File: config.mk
export PLATFORM = sky130hd
export DESIGN_NAME = krt_cell
export DESIGN_NICKNAME = d
export VERILOG_FILES = /design/src/hw/rtl/krt_pkg.sv /design/src/hw/rtl/krt_cell.sv
export SDC_FILE = /design/constraint.sdc
export NUM_CORES = 1
export LEC_CHECK = 0
export BUFFER_PORTS_ARGS = -buffer_cell sky130_fd_sc_hd__buf_2
export CAP_MARGIN = 20
export CORE_AREA = 3 3 366 368
export CTS_CLUSTER_SIZE = 30
export DETAILED_ROUTE_END_ITERATION = 10
export DIE_AREA = 0 0 369 371
export REMOVE_ABC_BUFFERS = 1
export SLEW_MARGIN = 10
export SYNTH_ARGS = -nofsm -noshare
export SYNTH_HDL_FRONTEND = slang
export SYNTH_SLANG_ARGS = --single-unit
File: constraint.sdc
create_clock -name clk -period 2.6 [get_ports clk]
set_input_delay 0.26 -clock clk [delete_from_list [all_inputs] [get_ports clk]]
set_output_delay 0.26 -clock clk [all_outputs]
set_load 0.02 [all_outputs]
File: src/hw/rtl/krt_pkg.sv
// ----------------------------------------------------------------------------
// krt_pkg
// shared types, codes and defaults for the keyed record table
// ----------------------------------------------------------------------------
package krt_pkg;

	localparam int TABLE_ENTRIES_DEF = 128;

	typedef enum logic [1:0] {
		OP_ADD    = 2'd0,
		OP_REMOVE = 2'd1,
		OP_FIND   = 2'd2,
		OP_UPDATE = 2'd3
	} op_t;

	typedef enum logic [1:0] {
		ST_DONE = 2'd0,
		ST_DUP  = 2'd1,
		ST_FULL = 2'd2,
		ST_MISS = 2'd3
	} status_t;

	typedef enum logic [1:0] {
		CMD_NONE   = 2'd0,
		CMD_APPEND = 2'd1,
		CMD_SHIFT  = 2'd2,
		CMD_UPDATE = 2'd3
	} cmd_kind_t;

	typedef enum logic {
		FSM_IDLE = 1'b0,
		FSM_EXEC = 1'b1
	} fsm_state_t;

	typedef struct packed {
		op_t                op;
		logic signed [31:0] key;
		logic [63:0]        name_tag;
		logic [63:0]        category_tag;
		logic [31:0]        price_cents;
		logic signed [31:0] amount;
	} req_t;

	typedef struct packed {
		status_t            status;
		logic [63:0]        found_name;
		logic [63:0]        found_category;
		logic [31:0]        found_price;
		logic signed [31:0] found_amount;
		logic [7:0]         entry_count;
	} rsp_t;

	// one stored record
	typedef struct packed {
		logic [31:0] key;
		logic [63:0] name_tag;
		logic [63:0] category_tag;
		logic [31:0] price_cents;
		logic [31:0] amount;
	} rec_t;

	// command broadcast to every cell
	typedef struct packed {
		cmd_kind_t kind;
		rec_t      rec;
	} cell_cmd_t;

endpackage

File: src/hw/rtl/krt_cell.sv
// ----------------------------------------------------------------------------
// krt_cell
// one table slot: holds a record, compares its key, takes its neighbor's
// record on a remove
// ----------------------------------------------------------------------------
module krt_cell #(
	parameter int TABLE_ENTRIES = krt_pkg::TABLE_ENTRIES_DEF,
	parameter int CELL_IDX      = 0,
	localparam int IDX_W        = (TABLE_ENTRIES > 1) ? $clog2(TABLE_ENTRIES) : 1,
	localparam int CNT_W        = $clog2(TABLE_ENTRIES + 1)
) (
	input  logic                clk,
	input  logic                arst_n,
	input  logic                cmp_en,
	input  logic [31:0]         cmp_key,
	input  logic [CNT_W-1:0]    count,
	input  logic [IDX_W-1:0]    hit_idx,
	input  krt_pkg::cell_cmd_t  cmd,
	input  krt_pkg::rec_t       next_rec,
	output krt_pkg::rec_t       rec,
	output logic                match,
	output krt_pkg::rec_t       found_rec
);

	localparam logic [CNT_W-1:0] POS_CNT = CNT_W'(CELL_IDX);
	localparam logic [IDX_W-1:0] POS_IDX = IDX_W'(CELL_IDX);

	krt_pkg::rec_t rec_q;
	krt_pkg::rec_t rec_d;
	logic          match_q;

	always_comb begin
		rec_d = rec_q;
		unique case (cmd.kind)
			krt_pkg::CMD_NONE: begin
			end
			krt_pkg::CMD_APPEND: begin
				if (POS_CNT == count) begin
					rec_d = cmd.rec;
				end
			end
			krt_pkg::CMD_SHIFT: begin
				// every slot at or above the hole takes the one above it
				if (POS_IDX >= hit_idx) begin
					rec_d = next_rec;
				end
			end
			krt_pkg::CMD_UPDATE: begin
				if (POS_IDX == hit_idx) begin
					rec_d     = cmd.rec;
					rec_d.key = rec_q.key;
				end
			end
			default: begin
			end
		endcase
	end

	always_ff @(posedge clk) begin
		rec_q <= rec_d;
	end

	always_ff @(posedge clk or negedge arst_n) begin
		if (!arst_n) begin
			match_q <= 1'b0;
		end else if (cmp_en) begin
			match_q <= (POS_CNT < count) && (rec_q.key == cmp_key);
		end
	end

	assign rec       = rec_q;
	assign match     = match_q;
	assign found_rec = match_q ? rec_q : '0;

endmodule

==> metrics.md, run 1 <==
| Metric | Value |
|---|---|
| Total Negative Setup Slacks | `0 ns` |
| Synth top area cells | `sky130_fd_sc_hd__edfxtp_1 60%, sky130_fd_sc_hd__a22o_1 15%, sky130_fd_sc_hd__and2_1 13%, sky130_fd_sc_hd__xor2_1 2.4%, sky130_fd_sc_hd__nand2b_1 1.9%` |
| R2r setup slk | `0.95 ns` |
| Top cell type by total area after synthesis | `sky130_fd_sc_hd__edfxtp_1` |
| Gate count of the mapped netlist | `877` |
| Critical-path top delay cell | `sky130_fd_sc_hd__dfrtp_4` |
| Async set-reset flop share out of synthesis | `0.4444%` |
| Max Slew Vio Count | `0` |
| Startpoint kind of the worst setup timing path | `flop` |
| Area of the mapped netlist | `0.01115 sq mm` |
| Final cell area excluding filler cells | `0.02375 sq mm` |
| Reg2reg start | `rec[206]` |
| Die area | `0.1369 sq mm` |
| Max Clk Rate | `413.4 MHz` |
| Clock tree from TritonCTS | `done` |
| Beginning of the worst hold path | `next_rec[212]` |
| DRC errors left | `0` |
| Total via count in the routed design | `14380` |
| Clock Path Buffers | `3` |
| Number of max-cap violations | `0` |
| Detail-routed net length per standard cell | `31.06 microns` |
| Number of sinks on the clock net | `225` |
| Total CTS buffers | `35` |
| Number of cell instances on the worst register-to-register path | `4` |
| Number of nets with antenna violations after detailed routing | `0` |
| Final-layout fill cell count | `14680` |
| DR iter-0 viols | `1040` |
| Crit-path max FO | `83` |
| Io pins | `949` |
| Die W | `369 microns` |
| Clock latency of the later-clocked register in the worst-skew pair | `0.57 ns` |
| Fraction of layout cells with a size suffix above 1 | `45.53%` |
| Placeable core area | `0.1311 sq mm` |
| Most used standard cell by instance count after synthesis | `sky130_fd_sc_hd__edfxtp_1` |
| Post-layout instance count excluding filler cells | `4077` |
| Worst reg2reg path endpoint | `match` |
| Post-layout utilization of the core | `18.11%` |
| WS Path Type | `flop to primary output` |
| Power per Cell Area | `551.0 mW/mm^2` |
| Initial Utilization | `8.502%` |
| CP endpoint kind | `primary output` |
| Cell count of the worst hold path | `3` |
| Hold Slack | `0.04378 ns` |
| Final Hold Violating Endpoints | `0` |
| Row Count | `133` |
| Worst-case hold path end point | `rec[212]` |
| Number of flip-flops and latches in the synthesized netlist | `225` |
| Number of setup violations in the final report | `0` |
| Worst endpoint required time | `2.34 ns` |
| Ys flop type | `sky130_fd_sc_hd__edfxtp_1` |
| Top post-synthesis cells by count | `224 x sky130_fd_sc_hd__edfxtp_1, 223 x sky130_fd_sc_hd__and2_1, 192 x sky130_fd_sc_hd__a22o_1` |
| Total number of cells along the worst setup path | `3` |
| Number of buffers and inverters on the critical path | `2` |
| List of cells traversed by the critical path | `buf_12, and2_1, buf_2` |
| Static Leak | `10.77 nW` |
| Vias per std cell | `3.527` |
| Root Driver | `sky130_fd_sc_hd__clkbuf_16` |
| Type of the tightest min-delay check | `input port to flop` |
| Wire length of the first global-routing pass | `155300 microns` |
| Slew of the pin with the lowest slew margin | `0.8712 ns` |
| Dominant delay contributor by cell family on the critical path | `buffers and inverters` |
| Placed wire-length estimate after detailed placement | `110000 microns` |
| Combined global-route utilization of all metal layers | `17.57%` |
| Pin count of the biggest net entering global routing | `131` |
| Share of synthesized area occupied by flip-flops and latches | `60.56%` |
| Clk pin slew, worst setup/hold paths | `0.06 ns` |
| Number of setup buffers added after CTS | `0` |
| Area share of the largest cell type after synthesis | `60.34%` |
| Largest vdd supply drop | `0.0003507 V` |
| Relative area change from synthesis to final layout | `113.0%` |
| Worst rel slew slack | `41.92%` |
| Largest stage delay, worst path | `0.61 ns` |
| Area post-placement | `0.01810 sq mm` |
| Number of distinct library cells after synthesis | `23` |
| Total Nets Final | `2741` |
| Antenna violations before repair | `147` |
| Average cell area after synthesis | `12.71 sq um` |
| Number of instances in the placed design | `3522` |
| CTS H-Tree Depth | `2` |
| Routability cong. | `0.9113` |
| Final wirelength | `126600 microns` |
| Number of warnings printed during yosys synthesis | `0` |
| Vertical die dimension | `371 microns` |
| Final setup skew | `0.006675 ns` |
| Min Tclk post-route | `2.419 ns` |
| I/O Buffers | `948` |
| Vias in the first global route | `14410` |
| DRT Pass-1 Iters | `5` |
| RSZ-0062 raised after global routing | `no` |
| Signal arrival time at the worst endpoint | `2.16 ns` |
| Number of enable flip-flop cells after synthesis | `224` |
| Status | `complete, no violations` |
| Total congestion overflow | `0` |
| Final critical-path share of the clock period | `93.03%` |
## metrics by stage
step	setup WS (ns)	power, mW
2_1_floorplan	-15.75	5.979
3_3_place_gp	0.1012	7.451
3_5_place_dp	0.1738	7.484
4_1_cts	0.04948	13.38
5_1_grt	0.08393	13.60
6_report	0.1811	13.09
## worst max path at each step
| stage | startpoint | end | slack (ns) |
|---|---|---|---|
| after floorplan | cmd[224] | rec[0] | -15.75 |
| after global placement | count[4] | rec[86] | 0.10 |
| after detailed placement | count[4] | rec[34] | 0.17 |
| after CTS | match | found_rec[115] | 0.05 |
| after global routing | match | found_rec[160] | 0.08 |
| final | match | found_rec[160] | 0.18 |
## area by class of cell
class / instances / area [sq um] / area share, %
clock buffers: 41 / 919.6 / 3.873
inverters: 4 / 15.01 / 0.06323
well taps: 1755 / 2196 / 9.247
diodes: 60 / 150.1 / 0.6323
multi-input cells: 570 / 4100 / 17.27
clock inverters: 21 / 240.2 / 1.012
flip-flops and latches: 225 / 6755 / 28.45
repair buffers: 1401 / 9370 / 39.46
## tightest hold or removal path, cell delays in order
cell and delay, ns:
sky130_fd_sc_hd__buf_2 0.08, sky130_fd_sc_hd__nand2_1 0.08, sky130_fd_sc_hd__o21ai_0 0.08
## metal layers
layer	wire (microns)	global-route usage, %	share of wire [%]
met5	481	0	0.38
met4	5999	6.438	4.7
met3	19210	11.95	15
met2	53740	26.62	42
met1	47180	19.33	37
## logic make-up after synthesis
kind of cell    Yosys count  synth area share (%)
simple gates            307                 16.50
compound gates          227                 16.82
flops                   225                 60.56
buf+inv                  82                 3.154
xor+xnor                 32                 2.514
fa+ha+maj                 4                0.4490
## report_power, final
group / leakage, nW / total [mW] / internal [mW] / switching, mW
registers: 2.12 / 4.90 / 4.54 / 0.358
clock network: 0.563 / 4.97 / 2.95 / 2.02
logic: 8.09 / 3.22 / 1.38 / 1.84
## layout by cell type, fill, tap and decap left out, drive strengths merged
cell type	n
a22o	192
nand3	1
dfrtp	1
bufinv	4
nor4	10
or2	1
nand2b	33
nand2	34
nand4	2
diode	60
o32ai	1
ha	4
buf	968
xnor2	1
and2	224
a221oi	2
edfxtp	224
clkinv	13
o21ai	32
clkbuf	41
clkinvlp	2
dlygate4sd3	433
inv	6
nor3	2
xor2	31
## registers in the layout, summed over array words and instances (netlist names)
register and flops:
match 1, rec 224
## what timing repair did
item	4_1_cts	5_1_grt
gates resized for setup	0	1
endpoints found under the hold margin	225	0
setup endpoints to repair	0	1
hold buffers	433	0
Power figures use the tool's default switching activity.
==> inputs of run 2 (changes only) <==
- CORE_AREA: 3 3 366 368 -> 3 3 373 375
- CTS_BUF_LIST: default -> sky130_fd_sc_hd__clkbuf_2 sky130_fd_sc_hd__clkbuf_4 sky130_fd_sc_hd__clkbuf_8
- DIE_AREA: 0 0 369 371 -> 0 0 376 378
- clock period: 2.6 -> 1.9 ns (I/O delays scaled with it)
==> run 2 against run 1 <==
Clock power is 18% higher; flip-flop and latch count stayed put; die area is 3.8% higher; count of clock-buffer cells in the layout is 23 higher; non-clock buffer count is 78 higher; critical path type unchanged; final cell count is 3.0% higher; utilization is 0.48 points higher; via count is 4.2% higher; first-iteration DRC count is 5.4% lower; the flow now finishes with violations (negative setup slack); combinational power is 45% higher.
==> metrics.md, run 2 (same netlist as run 1, synthesis figures left out) <==
| Metric | Value |
|---|---|
| Number of cell instances on the worst register-to-register path | `4 (unchanged)` |
| Relative area change from synthesis to final layout | `126.1% (was 113.0%)` |
| Total power | `17.32 mW (was 13.09 mW)` |
| Total congestion overflow | `0 (unchanged)` |
| Status | `complete, but fails checks (was complete, no violations)` |
| Beginning of the worst hold path | `cmp_key[8] (was next_rec[212])` |
| Row Count | `135 (was 133)` |
| Total number of cells along the worst setup path | `4 (was 3)` |
| Worst reg2reg path endpoint | `match (unchanged)` |
| Root Driver | `sky130_fd_sc_hd__clkbuf_8 (was sky130_fd_sc_hd__clkbuf_16)` |
| Number of nets with antenna violations after detailed routing | `0 (unchanged)` |
| Total CTS buffers | `48 (was 35)` |
| Critical-path top delay cell | `sky130_fd_sc_hd__dfrtp_4 (unchanged)` |
| Pin count of the biggest net entering global routing | `80 (was 131)` |
| CTS H-Tree Depth | `2 (unchanged)` |
| Most common cell after layout, fill and taps aside | `sky130_fd_sc_hd__buf_2 (unchanged)` |
| Fraction of layout cells with a size suffix above 1 | `48.48% (was 45.53%)` |
| DRT Pass-1 Iters | `6 (was 5)` |
| Wire length of the first global-routing pass | `158100 microns (was 155300 microns)` |
| Worst rel slew slack | `68.74% (was 41.92%)` |
| Vias per std cell | `3.567 (was 3.527)` |
| Vias in the first global route | `15010 (was 14410)` |
| Final setup skew | `0.01001 ns (was 0.006675 ns)` |
| Startpoint kind of the worst setup timing path | `flop (unchanged)` |
| Final Hold Violating Endpoints | `0 (unchanged)` |
| Antenna violations before repair | `147 (unchanged)` |
| Signal arrival time at the worst endpoint | `1.99 ns (was 2.16 ns)` |
| Reg2reg start | `rec[210] (was rec[206])` |
| Number of max-cap violations | `0 (unchanged)` |
| Clk pin slew, worst setup/hold paths | `0.06 ns (about the same)` |
| Placeable core area | `0.1356 sq mm (was 0.1311 sq mm)` |
| Min Tclk post-route | `2.182 ns` |
| Placement Setup Slack | `-0.3460 ns (was 0.1738 ns)` |
| Cell type with the highest occurrence count on the critical path | `sky130_fd_sc_hd__buf_4` |
| Number of setup violations in the final report | `224 (was 0)` |
| Post-layout utilization of the core | `18.59% (was 18.11%)` |
| Static Leak | `11.27 nW (was 10.77 nW)` |
| Type of the tightest min-delay check | `input port to flop (unchanged)` |
| Max Slew Vio Count | `0 (unchanged)` |
| DRC errors left | `0 (unchanged)` |
| Max Clk Rate | `458.3 MHz` |
| Number of buffers and inverters on the critical path | `3 (was 2)` |
| Clock tree from TritonCTS | `done (unchanged)` |
| Total Nets Final | `2832 (was 2741)` |
| List of cells traversed by the critical path | `buf_4, buf_16, and2_4, buf_4 (was buf_12, and2_1, buf_2)` |
| Number of sinks on the clock net | `225 (unchanged)` |
| Initial Utilization | `8.219% (was 8.502%)` |
| Vertical die dimension | `378 microns (was 371 microns)` |
| Die W | `376 microns (was 369 microns)` |
| Final setup margin | `-0.2822 ns (was 0.1811 ns)` |
| Hold Slack | `0.1157 ns (was 0.04378 ns)` |
| RSZ-0062 raised after global routing | `yes (was no)` |
| I/O Buffers | `948 (unchanged)` |
| Io pins | `949 (unchanged)` |
| Routability cong. | `0.8774 (was 0.9113)` |
| Clock latency of the later-clocked register in the worst-skew pair | `0.67 ns (was 0.57 ns)` |
| Combined global-route utilization of all metal layers | `17.11% (was 17.57%)` |
| Failing checks | `negative setup slack` |
| Clock Path Buffers | `3 (unchanged)` |
| Dominant delay contributor by cell family on the critical path | `buffers and inverters (unchanged)` |
| Worst endpoint required time | `1.71 ns (was 2.34 ns)` |
| WS Path Type | `flop to primary output (unchanged)` |
| Die area | `0.1421 sq mm (was 0.1369 sq mm)` |
| CP endpoint kind | `primary output (unchanged)` |
| Crit-path max FO | `42 (was 83)` |
| R2r setup slk | `0.17 ns (was 0.95 ns)` |
| Placed wire-length estimate after detailed placement | `111000 microns (was 110000 microns)` |
| Final wirelength | `128900 microns (was 126600 microns)` |
| Detail-routed net length per standard cell | `30.68 microns (was 31.06 microns)` |
| Largest vdd supply drop | `0.0003499 V (was 0.0003507 V)` |
| Power per Cell Area | `687.1 mW/mm^2 (was 551.0 mW/mm^2)` |
| Cell count of the worst hold path | `5 (was 3)` |
| DR iter-0 viols | `984 (was 1040)` |
| Worst-case hold path end point | `match (was rec[212])` |
| Slew of the pin with the lowest slew margin | `0.4645 ns (was 0.8712 ns)` |
| Highest-count cells in the layout ignoring fill and taps | `802 x sky130_fd_sc_hd__buf_2, 463 x sky130_fd_sc_hd__dlygate4sd3_1, 224 x sky130_fd_sc_hd__edfxtp_1 (was 948 x sky130_fd_sc_hd__buf_2, 433 x sky130_fd_sc_hd__dlygate4sd3_1, 224 x sky130_fd_sc_hd__edfxtp_1)` |
| Largest register FFs | `224 (unchanged)` |
| Largest stage delay, worst path | `0.49 ns (was 0.61 ns)` |
| Final critical-path share of the clock period | `114.9%` |
| Total via count in the routed design | `14980 (was 14380)` |
[run 2: changes by cell type in the layout (fill, tap and decap cells not counted), moves of 10 or more]
cell,delta
sky130_fd_sc_hd__clkbuf_16,-35
sky130_fd_sc_hd__and2_1,-41
sky130_fd_sc_hd__and2_4,+41
sky130_fd_sc_hd__clkbuf_4,+16
sky130_fd_sc_hd__buf_4,+126
sky130_fd_sc_hd__buf_12,+10
sky130_fd_sc_hd__buf_2,-146
sky130_fd_sc_hd__clkbuf_8,+49
sky130_fd_sc_hd__buf_6,+46
sky130_fd_sc_hd__dlygate4sd3_1,+30
[run 2: metal layers]
| layer | up-vias | share of wire (%) | track usage [%] |
|---|---|---|---|
| met5 | - | 0.25 | 0 |
| met1 | 7334 | 39 | 19.98 |
| met4 | 50 | 4.2 | 6.341 |
| met2 | 1020 | 44 | 26.67 |
| li1 | 6257 | - | - |
| met3 | 320 | 12 | 8.774 |
[run 2: timing repair]
| action | 4_1_cts | 5_1_grt |
|---|---|---|
| buffers inserted | 2 | 1 |
| setup endpoints to repair | 223 | 225 |
| cloned | 2 | 1 |
| pin swaps | 0 | 2 |
| gates resized for setup | 179 | 82 |
| hold buffers | 463 | 0 |
| hold endpoints to repair | 226 | 0 |
[run 2: worst max-delay path by stage]
stage	to	slack, ns	start
after floorplan	rec[0]	-16.38	cmd[224]
after global placement	rec[107]	-0.40	count[4]
after detailed placement	rec[77]	-0.35	count[4]
after CTS	found_rec[125]	-0.35	match
after global routing	found_rec[37]	-0.36	match
final	found_rec[154]	-0.28	match
[run 2: cell type report]
class / instances / area (sq um)
Inverter: 4 / 15.01
Tap cell: 1781 / 2228
Sequential cell: 225 / 6755
Clock buffer: 64 / 787.0
Clock inverter: 22 / 234.0
Antenna cell: 55 / 137.6
Fill cell: 15080 / 110400
Multi-Input combinational cell: 570 / 4203
Timing Repair Buffer: 1479 / 10850
[run 2: where the power goes]
group	switching, mW	internal, mW
Sequential	0.576	6.22
Combinational	2.61	2.05
Clock	2.60	3.26
[run 2: through the flow]
| stage | TNS, ns | area, sq um | std cells |
|---|---|---|---|
| after global placement | -71.84 | 18550 | 3590 |
| final | -42.83 | 25210 | 4200 |
| after floorplan | -5434.62 | 10810 | 799 |
| after detailed placement | -60.09 | 18550 | 3590 |
| after CTS | -61.25 | 24800 | 4143 |
| after global routing | -64.83 | 25130 | 4168 |
[run 2: worst min-delay path: cells and delay by family]
kind	cells	cell delay [ns]
buffers and inverters	1	0.09
xor gates and xnor gates	1	0.17
AOI/OAI and AO/OA	1	0.11
and+or+nand+nor	2	0.20
